File: config.mk
export PLATFORM = sky130hd
export DESIGN_NAME = limited_inventory_change_dispenser_unit
export DESIGN_NICKNAME = d
export VERILOG_FILES = /design/src/hw/rtl/licd_pkg.sv /design/src/hw/rtl/licd_cell.sv /design/src/hw/rtl/licd_div.sv /design/src/hw/rtl/limited_inventory_change_dispenser_unit.sv
export SDC_FILE = /design/constraint.sdc
export NUM_CORES = 1
export LEC_CHECK = 0
export ABC_AREA = 1
export BUFFER_PORTS_ARGS = -buffer_cell sky130_fd_sc_hd__buf_2
export CAP_MARGIN = 20
export CORE_MARGIN = 2
export CORE_UTILIZATION = 45
export DETAILED_ROUTE_END_ITERATION = 16
export PLACE_DENSITY = 0.59
export SYNTH_ARGS = -nofsm -noshare
export SYNTH_HDL_FRONTEND = slang
export SYNTH_SLANG_ARGS = --single-unit
File: constraint.sdc
create_clock -name clk -period 9.6 [get_ports clk]
set_input_delay 0.96 -clock clk [delete_from_list [all_inputs] [get_ports clk]]
set_output_delay 0.96 -clock clk [all_outputs]
set_load 0.05 [all_outputs]
File: src/hw/rtl/licd_pkg.sv
// ----------------------------------------------------------------------------
// licd_pkg
// Shared constants, codes and types of the change dispenser.
// ----------------------------------------------------------------------------
package licd_pkg;

    localparam int SLOTS  = 8;
    localparam int VAL_W  = 16;
    localparam int AMT_W  = 20;
    localparam int CFG_W  = 4;
    localparam int STEP_W = $clog2(SLOTS + 1);
    localparam int DCNT_W = $clog2(AMT_W);

    localparam logic [1:0] KIND_LINE  = 2'd0;
    localparam logic [1:0] KIND_EXACT = 2'd1;
    localparam logic [1:0] KIND_SHORT = 2'd2;

    localparam logic ACT_LOAD   = 1'b0;
    localparam logic ACT_CHANGE = 1'b1;

    typedef struct packed {
        logic [VAL_W-1:0] value;
        logic [VAL_W-1:0] count;
    } slot_t;

    typedef struct packed {
        logic shift;
        logic wr;
    } cell_ctl_t;

    typedef enum logic [2:0] {
        ST_IDLE,
        ST_CHECK,
        ST_DIV,
        ST_MUL,
        ST_UPD,
        ST_EMIT,
        ST_ROT,
        ST_FINAL
    } state_t;

endpackage

File: src/hw/rtl/licd_cell.sv
// ----------------------------------------------------------------------------
// licd_cell
// One slot of the rotating slot ring: denomination and stock.
// ----------------------------------------------------------------------------
module licd_cell (
    input  logic                clk,
    input  logic                rst_n,
    input  licd_pkg::cell_ctl_t ctl,
    input  licd_pkg::slot_t     wr_data,
    input  licd_pkg::slot_t     nbr,
    output licd_pkg::slot_t     slot
);
    import licd_pkg::*;

    logic [VAL_W-1:0] value_reg;
    logic [VAL_W-1:0] count_reg;

    // denomination has no reset value
    always_ff @(posedge clk)
    begin
        if (ctl.wr)
        begin
            value_reg <= wr_data.value;
        end
        else if (ctl.shift)
        begin
            value_reg <= nbr.value;
        end
    end

    always_ff @(posedge clk or negedge rst_n)
    begin
        if (!rst_n)
        begin
            count_reg <= '0;
        end
        else if (ctl.wr)
        begin
            count_reg <= wr_data.count;
        end
        else if (ctl.shift)
        begin
            count_reg <= nbr.count;
        end
    end

    assign slot.value = value_reg;
    assign slot.count = count_reg;

endmodule

File: src/hw/rtl/licd_div.sv
// ----------------------------------------------------------------------------
// licd_div
// Restoring divider, one quotient bit per cycle.
// ----------------------------------------------------------------------------
module licd_div (
    input  logic                        clk,
    input  logic                        rst_n,
    input  logic                        start,
    input  logic [licd_pkg::AMT_W-1:0]  dividend,
    input  logic [licd_pkg::VAL_W-1:0]  divisor,
    output logic                        done,
    output logic [licd_pkg::AMT_W-1:0]  quotient
);
    import licd_pkg::*;

    logic              busy_reg;
    logic              busy_next;
    logic              done_reg;
    logic              done_next;
    logic [DCNT_W-1:0] cnt_reg;
    logic [DCNT_W-1:0] cnt_next;
    logic [AMT_W-1:0]  quot_reg;
    logic [AMT_W-1:0]  quot_next;
    logic [VAL_W-1:0]  rem_reg;
    logic [VAL_W-1:0]  rem_next;
    logic [VAL_W-1:0]  dvs_reg;
    logic [VAL_W-1:0]  dvs_next;
    logic [VAL_W:0]    trial;
    logic [VAL_W:0]    diff;
    logic              ge;

    always_comb
    begin
        busy_next = busy_reg;
        done_next = 1'b0;
        cnt_next  = cnt_reg;
        quot_next = quot_reg;
        rem_next  = rem_reg;
        dvs_next  = dvs_reg;
        trial     = {rem_reg, quot_reg[AMT_W-1]};
        diff      = trial - {1'b0, dvs_reg};
        ge        = (trial >= {1'b0, dvs_reg});
        if (start)
        begin
            busy_next = 1'b1;
            cnt_next  = '0;
            quot_next = dividend;
            rem_next  = '0;
            dvs_next  = divisor;
        end
        else if (busy_reg)
        begin
            rem_next  = ge ? diff[VAL_W-1:0] : trial[VAL_W-1:0];
            quot_next = {quot_reg[AMT_W-2:0], ge};
            cnt_next  = cnt_reg + 1'b1;
            if (cnt_reg == DCNT_W'(AMT_W - 1))
            begin
                busy_next = 1'b0;
                done_next = 1'b1;
            end
        end
    end

    always_ff @(posedge clk or negedge rst_n)
    begin
        if (!rst_n)
        begin
            busy_reg <= 1'b0;
            done_reg <= 1'b0;
            cnt_reg  <= '0;
        end
        else
        begin
            busy_reg <= busy_next;
            done_reg <= done_next;
            cnt_reg  <= cnt_next;
        end
    end

    always_ff @(posedge clk)
    begin
        quot_reg <= quot_next;
        rem_reg  <= rem_next;
        dvs_reg  <= dvs_next;
    end

    assign done     = done_reg;
    assign quotient = quot_reg;

endmodule

File: src/hw/rtl/limited_inventory_change_dispenser_unit.sv
// ----------------------------------------------------------------------------
// limited_inventory_change_dispenser_unit
// Greedy change dispenser over a table of slots with limited stock.
// ----------------------------------------------------------------------------
// The slots sit in a ring of cells that rotates once per change request, so
// slot 0 is always at the head when the block is idle and a load item writes
// its slot directly. A request visits every slot at the head. A slot that
// does not pay goes through check and rotate. A paying slot goes through
// check, a wait on the serial divider, multiply, stock update, line output
// and rotate; the line output waits until the output register is free.
// Only one item is in work at a time; the final result may wait in the output
// register while the next item is taken. slots_in_use is written through the
// cfg channel, which is always ready.
// ----------------------------------------------------------------------------
module limited_inventory_change_dispenser_unit (
    input  logic                        clk,
    input  logic                        rst_n,
    input  logic                        cfg_valid,
    output logic                        cfg_ready,
    input  logic [licd_pkg::CFG_W-1:0]  cfg_data,
    input  logic                        in_valid,
    output logic                        in_ready,
    input  logic                        action,
    input  logic [2:0]                  slot_index,
    input  logic [licd_pkg::VAL_W-1:0]  load_value,
    input  logic [licd_pkg::VAL_W-1:0]  load_count,
    input  logic [licd_pkg::AMT_W-1:0]  amount,
    output logic                        out_valid,
    input  logic                        out_ready,
    output logic [1:0]                  kind,
    output logic [licd_pkg::VAL_W-1:0]  coin_value,
    output logic [licd_pkg::VAL_W-1:0]  quantity,
    output logic [licd_pkg::AMT_W-1:0]  remaining,
    output logic                        last
);
    import licd_pkg::*;

    state_t            state_reg;
    state_t            state_next;
    logic [CFG_W-1:0]  slots_in_use_reg;
    logic [AMT_W-1:0]  amt_reg;
    logic [AMT_W-1:0]  amt_next;
    logic [STEP_W-1:0] step_reg;
    logic [STEP_W-1:0] step_next;
    logic [STEP_W-1:0] used_reg;
    logic [STEP_W-1:0] used_next;
    logic [VAL_W-1:0]  q_reg;
    logic [VAL_W-1:0]  q_next;
    logic [2*VAL_W-1:0] prod_reg;
    logic [2*VAL_W-1:0] prod_next;

    logic              out_valid_reg;
    logic              out_valid_next;
    logic [1:0]        kind_reg;
    logic [1:0]        kind_next;
    logic [VAL_W-1:0]  coin_reg;
    logic [VAL_W-1:0]  coin_next;
    logic [VAL_W-1:0]  qty_reg;
    logic [VAL_W-1:0]  qty_next;
    logic [AMT_W-1:0]  rem_reg;
    logic [AMT_W-1:0]  rem_next;
    logic              last_reg;
    logic              last_next;

    slot_t             cell_q   [SLOTS];
    cell_ctl_t         cell_ctl [SLOTS];
    slot_t             wr_data;
    slot_t             head;
    logic              rotate;
    logic              head_wr;
    logic              load_wr;
    logic              fits;
    logic              out_free;
    logic              div_start;
    logic              div_done;
    logic [AMT_W-1:0]  div_quot;

    assign head      = cell_q[0];
    assign cfg_ready = 1'b1;
    assign out_free  = !out_valid_reg || out_ready;

    genvar gi;
    generate
        for (gi = 0; gi < SLOTS; gi++)
        begin : g_cell
            always_comb
            begin
                cell_ctl[gi].shift = rotate;
                cell_ctl[gi].wr    = (load_wr && (32'(slot_index) == gi))
                                     || (head_wr && (gi == 0));
            end

            licd_cell u_cell (
                .clk     (clk),
                .rst_n   (rst_n),
                .ctl     (cell_ctl[gi]),
                .wr_data (wr_data),
                .nbr     (cell_q[(gi + 1) % SLOTS]),
                .slot    (cell_q[gi])
            );
        end
    endgenerate

    licd_div u_div (
        .clk      (clk),
        .rst_n    (rst_n),
        .start    (div_start),
        .dividend (amt_reg),
        .divisor  (head.value),
        .done     (div_done),
        .quotient (div_quot)
    );

    always_comb
    begin
        fits = (step_reg < used_reg) && (amt_reg != '0) && (head.value != '0)
               && (amt_reg >= {{(AMT_W-VAL_W){1'b0}}, head.value})
               && (head.count != '0);
    end

    always_comb
    begin
        state_next     = state_reg;
        amt_next       = amt_reg;
        step_next      = step_reg;
        used_next      = used_reg;
        q_next         = q_reg;
        prod_next      = prod_reg;
        out_valid_next = out_valid_reg && !out_ready;
        kind_next      = kind_reg;
        coin_next      = coin_reg;
        qty_next       = qty_reg;
        rem_next       = rem_reg;
        last_next      = last_reg;
        in_ready       = 1'b0;
        rotate         = 1'b0;
        head_wr        = 1'b0;
        load_wr        = 1'b0;
        div_start      = 1'b0;
        wr_data.value  = load_value;
        wr_data.count  = load_count;

        case (state_reg)
            ST_IDLE:
            begin
                in_ready = 1'b1;
                if (in_valid)
                begin
                    if (action == ACT_LOAD)
                    begin
                        load_wr = 1'b1;
                    end
                    else
                    begin
                        amt_next  = amount;
                        step_next = '0;
                        if (int'(slots_in_use_reg) > SLOTS)
                        begin
                            used_next = STEP_W'(SLOTS);
                        end
                        else
                        begin
                            used_next = STEP_W'(slots_in_use_reg);
                        end
                        state_next = ST_CHECK;
                    end
                end
            end
            ST_CHECK:
            begin
                if (step_reg == STEP_W'(SLOTS))
                begin
                    state_next = ST_FINAL;
                end
                else if (fits)
                begin
                    div_start  = 1'b1;
                    state_next = ST_DIV;
                end
                else
                begin
                    state_next = ST_ROT;
                end
            end
            ST_DIV:
            begin
                if (div_done)
                begin
                    if (div_quot > {{(AMT_W-VAL_W){1'b0}}, head.count})
                    begin
                        q_next = head.count;
                    end
                    else
                    begin
                        q_next = div_quot[VAL_W-1:0];
                    end
                    state_next = ST_MUL;
                end
            end
            ST_MUL:
            begin
                prod_next  = q_reg * head.value;
                state_next = ST_UPD;
            end
            ST_UPD:
            begin
                // product never exceeds the amount
                amt_next      = amt_reg - prod_reg[AMT_W-1:0];
                head_wr       = 1'b1;
                wr_data.value = head.value;
                wr_data.count = head.count - q_reg;
                state_next    = ST_EMIT;
            end
            ST_EMIT:
            begin
                if (out_free)
                begin
                    out_valid_next = 1'b1;
                    kind_next      = KIND_LINE;
                    coin_next      = head.value;
                    qty_next       = q_reg;
                    rem_next       = amt_reg;
                    last_next      = 1'b0;
                    state_next     = ST_ROT;
                end
            end
            ST_ROT:
            begin
                rotate     = 1'b1;
                step_next  = step_reg + 1'b1;
                state_next = ST_CHECK;
            end
            ST_FINAL:
            begin
                if (out_free)
                begin
                    out_valid_next = 1'b1;
                    kind_next      = (amt_reg == '0) ? KIND_EXACT : KIND_SHORT;
                    coin_next      = '0;
                    qty_next       = '0;
                    rem_next       = amt_reg;
                    last_next      = 1'b1;
                    state_next     = ST_IDLE;
                end
            end
            default:
            begin
                state_next = ST_IDLE;
            end
        endcase
    end

    always_ff @(posedge clk or negedge rst_n)
    begin
        if (!rst_n)
        begin
            state_reg        <= ST_IDLE;
            slots_in_use_reg <= '0;
            step_reg         <= '0;
            used_reg         <= '0;
            out_valid_reg    <= 1'b0;
        end
        else
        begin
            state_reg     <= state_next;
            step_reg      <= step_next;
            used_reg      <= used_next;
            out_valid_reg <= out_valid_next;
            if (cfg_valid && cfg_ready)
            begin
                slots_in_use_reg <= cfg_data;
            end
        end
    end

    always_ff @(posedge clk)
    begin
        amt_reg  <= amt_next;
        q_reg    <= q_next;
        prod_reg <= prod_next;
        kind_reg <= kind_next;
        coin_reg <= coin_next;
        qty_reg  <= qty_next;
        rem_reg  <= rem_next;
        last_reg <= last_next;
    end

    assign out_valid  = out_valid_reg;
    assign kind       = kind_reg;
    assign coin_value = coin_reg;
    assign quantity   = qty_reg;
    assign remaining  = rem_reg;
    assign last       = last_reg;

    a_line_nonzero: assert property (@(posedge clk) disable iff (!rst_n)
        out_valid && (kind == KIND_LINE) |-> (quantity != '0) && (coin_value != '0))
        else $error("dispensed line with zero coin or quantity");

    a_last_on_final: assert property (@(posedge clk) disable iff (!rst_n)
        out_valid |-> (last == (kind != KIND_LINE)))
        else $error("last flag does not match result kind");

    a_exact_zero: assert property (@(posedge clk) disable iff (!rst_n)
        out_valid && (kind == KIND_EXACT) |-> (remaining == '0))
        else $error("exact result with nonzero remainder");

    a_ring_home: assert property (@(posedge clk) disable iff (!rst_n)
        (state_reg == ST_FINAL) |-> (step_reg == STEP_W'(SLOTS)))
        else $error("slot ring not back at home position at end of request");

endmodule
==> parameters.txt <==
Parameter                              Value

Run status
  Status ... completed

Route
  TritonRoute pass-1 iters ... 5
  Post-Route WL ... 85,900 microns
  Number of routed nets with antenna violations ... 0
  Total DRC errors in the routed layout ... 0
  Detail-routed via count per cell ... 5.27
  Vias after detailed routing ... 23,473
  Per-cell routed wire length ... 19.3 microns
  First-iteration detailed-routing DRC count ... 2,001

Yosys
  Sequential fraction of the synthesis area ... 42.5%
  Share of flip-flops with an asynchronous set or reset after synthesis ... 34.2%
  Synthesized netlist net count ... 3,848
  Number of cells produced by synthesis ... 3,504
  Commonest register cell after synthesis ... sky130_fd_sc_hd__edfxtp_1
  Total standard cell area after synthesis ... 29,000 sq um
  Syn Area/Cell ... 8.29 sq um
  Number of synthesized flops with an enable pin ... 275
  Yosys Warn Count ... 0
  Number of library cell types mapped by synthesis ... 56
  Total of flip-flops plus latches after synthesis ... 442

Timing
  Slew at the pin closest to its max-slew limit ... 1080 ps
  Final Hold Vio Count ... 0
  Setup repair after global routing missed its margin ... no
  Top achievable clock speed ... 0.172 GHz
  Max-slew headroom at the worst pin ... 27.9%
  Smallest hold slack ... 399 ps
  Number of setup violations in the final report ... 0
  Accumulated negative setup slack ... 0 ps
  Final Slew Violations ... 0
  Clk_skew ... 20.5 ps
  Final min period ... 5820 ps
  Final critical-path share of the clock period ... 60.7%

Floorplanning
  Die height ... 258 microns
  Die area ... 66,600 sq um
  Floorplan core area ... 64,100 sq um
  Effective utilization at floorplan ... 45.3%
  Die Width ... 258 microns
  Number of rows created at floorplan ... 93
  IO Pins ... 123

Setup path
  Start of the worst register-to-register path ... g_cell[0].u_cell.value_reg[1]
  Worst R2R Setup Slack ... 3780 ps
  Worst setup EP type ... flip-flop
  WP depth ... 20
  Critical Setup Path Class ... flip-flop to flip-flop
  Critical-path top delay cell ... sky130_fd_sc_hd__edfxtp_1
  Most common cell on crit path ... sky130_fd_sc_hd__fa_1
  Data arrival time of the critical path ... 6190 ps
  Longest individual stage delay on the worst path ... 870 ps
  Critical Path Source Type ... flip-flop
  CP top delay family ... adder cells
  Total buffers and inverters traversed by the critical path ... 4
  Capturing point of the worst reg2reg path ... prod_reg[18]
  Crit-path cells ... nand2_1 -> fa_1 -> fa_1 -> fa_1 -> inv_1 -> fa_1 -> fa_1 -> inv_1 -> fa_1 -> inv_1 -> ha_1 -> nand2_1 -> nor2_1 -> nand3_1 -> nand3_1 -> nand2_1 -> inv_1 -> nand4_1 -> nand3_1 -> nand2_1
  Depth of the most critical reg-to-reg path ... 20
  Critical Path Fanout Max ... 20
  Data required time of the worst path ... 9970 ps

Clocking
  Post-CTS resize count ... 0
  Clock-pin slew reported for the worst setup and hold paths after clock tree synthesis ... 70 ps
  Clock insertion delay at the later pin of the skew report ... 620 ps
  Clock tree from TritonCTS ... built
  CTS sink count ... 442
  Buffer levels on the longest clock path ... 3
  Max H-tree Level ... 2
  Hold buffers post-CTS ... 0
  Post-CTS setup-driven buffer insertion count ... 0
  Num CTS Buffers ... 50
  Clk root buf ... sky130_fd_sc_hd__clkbuf_16

Place
  Count of input and output buffers ... 121
  Cell count after placement ... 4,362
  Post-DP HPWL ... 61,600 microns
  Gpl congestion ... 0.922

Layout
  Area growth from synthesis to final layout ... 10.2%
  Fraction of layout cells with a size suffix above 1 ... 7.97%
  Final non-filler cell total ... 4,455
  Total inserted antenna cells ... 0
  Layout Nets ... 3,903
  Count of filler cells inserted in the layout ... 6,264

GRT
  Largest net degree at the start of global routing ... 85
  Via count of the first global-routing pass ... 23,026
  Total overflow reported by the global router ... 0
  Tot GR Track Use ... 26.1%
  Wire length of the first global-routing pass ... 134,000 microns
  Antenna violations before repair ... 1

Worst hold path
  Hold/Removal Path Class ... primary input to async pin

Run
  Max-cap violation count ... 0
[cells in the mapped netlist, types with 2 or more instances]
cell type / number / share of area [%]
sky130_fd_sc_hd__o21a_1: 9 / 0.23
sky130_fd_sc_hd__buf_2: 35 / 0.60
sky130_fd_sc_hd__o21bai_1: 7 / 0.18
sky130_fd_sc_hd__o22ai_1: 10 / 0.22
sky130_fd_sc_hd__nand2_4: 4 / 0.16
sky130_fd_sc_hd__dfxtp_1: 16 / 1.1
sky130_fd_sc_hd__nor2_1: 174 / 2.2
sky130_fd_sc_hd__ha_1: 145 / 6.2
sky130_fd_sc_hd__nand2_1: 977 / 13
sky130_fd_sc_hd__nand4_1: 38 / 0.82
sky130_fd_sc_hd__or2_2: 10 / 0.22
sky130_fd_sc_hd__a22oi_1: 13 / 0.34
sky130_fd_sc_hd__a21boi_0: 3 / 0.078
sky130_fd_sc_hd__buf_1: 5 / 0.065
sky130_fd_sc_hd__a21oi_1: 89 / 1.5
sky130_fd_sc_hd__a21o_1: 8 / 0.21
sky130_fd_sc_hd__nor2_2: 2 / 0.043
sky130_fd_sc_hd__o21ai_0: 307 / 5.3
sky130_fd_sc_hd__o211ai_1: 7 / 0.18
sky130_fd_sc_hd__inv_2: 13 / 0.17
sky130_fd_sc_hd__o221ai_1: 17 / 0.51
sky130_fd_sc_hd__o21ai_2: 2 / 0.060
sky130_fd_sc_hd__clkbuf_1: 89 / 1.2
sky130_fd_sc_hd__nand3_1: 199 / 3.4
sky130_fd_sc_hd__buf_6: 4 / 0.16
sky130_fd_sc_hd__clkinv_1: 3 / 0.039
sky130_fd_sc_hd__a31oi_1: 6 / 0.13
sky130_fd_sc_hd__xor2_1: 24 / 0.72
sky130_fd_sc_hd__fa_1: 134 / 9.2
sky130_fd_sc_hd__nor3_1: 17 / 0.29
sky130_fd_sc_hd__buf_4: 8 / 0.21
sky130_fd_sc_hd__edfxtp_1: 275 / 28
sky130_fd_sc_hd__nand2_2: 11 / 0.24
sky130_fd_sc_hd__o21ai_1: 46 / 0.79
sky130_fd_sc_hd__dfrtp_1: 151 / 13
sky130_fd_sc_hd__xnor2_1: 13 / 0.39
sky130_fd_sc_hd__inv_1: 605 / 7.8
sky130_fd_sc_hd__nand3b_1: 8 / 0.21
sky130_fd_sc_hd__and2_1: 3 / 0.065
[per-layer routing]
metal | vias up | share of wire (%) | global-route usage [%]
met5 | - | 0 | 0
met4 | 0 | 3.3 | 8.69
met3 | 138 | 5.8 | 3.56
met2 | 710 | 47 | 43.3
met1 | 11315 | 44 | 35.3
li1 | 11310 | - | -
[area by class of cell]
type,instances,area [sq um],share of cell area [%]
multi-input cells,2298,13700,42.9
flip-flops and latches,442,12400,38.6
inverters,622,2340,7.30
clock buffers,53,1280,4.01
well taps,855,1070,3.34
repair buffers,145,802,2.51
clock inverters,40,412,1.29
[through the flow]
| step | utilization, % | setup WS [ps] | instance area [sq um] |
|---|---|---|---|
| 4_1_cts | 49.9 | 3830 | 32000 |
| 2_1_floorplan | - | 4120 | 29000 |
| 3_3_place_gp | 47.2 | 3900 | 30300 |
| 5_1_grt | 49.9 | 3420 | 32000 |
| 6_report | 49.9 | 3780 | 32000 |
| 3_5_place_dp | 47.3 | 3820 | 30300 |
[worst reg2reg max path, cell delays in order (launching register included)]
cell and delay [ps]:
sky130_fd_sc_hd__edfxtp_1 870, sky130_fd_sc_hd__nand2_1 180, sky130_fd_sc_hd__fa_1 540, sky130_fd_sc_hd__fa_1 510
sky130_fd_sc_hd__fa_1 510, sky130_fd_sc_hd__inv_1 60, sky130_fd_sc_hd__fa_1 510, sky130_fd_sc_hd__fa_1 540
sky130_fd_sc_hd__inv_1 50, sky130_fd_sc_hd__fa_1 530, sky130_fd_sc_hd__inv_1 40, sky130_fd_sc_hd__ha_1 340
sky130_fd_sc_hd__nand2_1 90, sky130_fd_sc_hd__nor2_1 160, sky130_fd_sc_hd__nand3_1 100, sky130_fd_sc_hd__nand3_1 140
sky130_fd_sc_hd__nand2_1 60, sky130_fd_sc_hd__inv_1 90, sky130_fd_sc_hd__nand4_1 110, sky130_fd_sc_hd__nand3_1 90
sky130_fd_sc_hd__nand2_1 50
[kinds of logic (layout without fill, tap and decap cells)]
group,Yosys count,in the layout,synth area share [%]
AND/OR/NAND/NOR,1451,1451,20.7
flip-flops,442,442,42.5
AO/OA/AOI/OAI,529,529,9.90
other,1,1,0.0129
buffers and inverters,764,860,10.2
XOR/XNOR,37,37,1.12
adder cells (fa/ha/maj),279,279,15.5
multiplexers,1,1,0.0388
[cell usage in the layout, fill, tap and decap left out, types with 4 or more instances in the layout]
cell type / n
sky130_fd_sc_hd__edfxtp_1: 275
sky130_fd_sc_hd__o21ai_0: 307
sky130_fd_sc_hd__a31oi_1: 6
sky130_fd_sc_hd__o21ai_1: 46
sky130_fd_sc_hd__buf_4: 22
sky130_fd_sc_hd__o21a_1: 9
sky130_fd_sc_hd__nor2_1: 171
sky130_fd_sc_hd__clkbuf_16: 51
sky130_fd_sc_hd__a21oi_1: 89
sky130_fd_sc_hd__xor2_1: 24
sky130_fd_sc_hd__clkinv_1: 6
sky130_fd_sc_hd__nand2_4: 4
sky130_fd_sc_hd__nor3_1: 16
sky130_fd_sc_hd__o22ai_1: 10
sky130_fd_sc_hd__o211ai_1: 7
sky130_fd_sc_hd__a21o_1: 8
sky130_fd_sc_hd__bufinv_16: 6
sky130_fd_sc_hd__fa_1: 134
sky130_fd_sc_hd__inv_1: 605
sky130_fd_sc_hd__o221ai_1: 17
sky130_fd_sc_hd__or2_2: 10
sky130_fd_sc_hd__nand3_1: 199
sky130_fd_sc_hd__nand2_1: 977
sky130_fd_sc_hd__inv_6: 5
sky130_fd_sc_hd__a22oi_1: 13
sky130_fd_sc_hd__nand4_1: 38
sky130_fd_sc_hd__xnor2_1: 13
sky130_fd_sc_hd__dfrtp_1: 151
sky130_fd_sc_hd__nand2_2: 11
sky130_fd_sc_hd__o21bai_1: 7
sky130_fd_sc_hd__clkinv_2: 18
sky130_fd_sc_hd__clkinvlp_4: 7
sky130_fd_sc_hd__dfxtp_1: 16
sky130_fd_sc_hd__ha_1: 145
sky130_fd_sc_hd__inv_2: 13
sky130_fd_sc_hd__nand3b_1: 8
sky130_fd_sc_hd__buf_2: 121
[worst max-delay path by stage]
stage / startpoint / end
2_1_floorplan: g_cell[0].u_cell.value_reg[3] / prod_reg[19]
3_3_place_gp: g_cell[0].u_cell.value_reg[2] / prod_reg[18]
3_5_place_dp: g_cell[0].u_cell.value_reg[2] / prod_reg[18]
4_1_cts: g_cell[0].u_cell.value_reg[1] / prod_reg[18]
5_1_grt: g_cell[0].u_cell.value_reg[1] / prod_reg[18]
6_report: g_cell[0].u_cell.value_reg[1] / prod_reg[18]
Power is left out: the tool's default activity adds up to more than one toggle a clock period on the data nets, which glitch-free logic cannot reach.
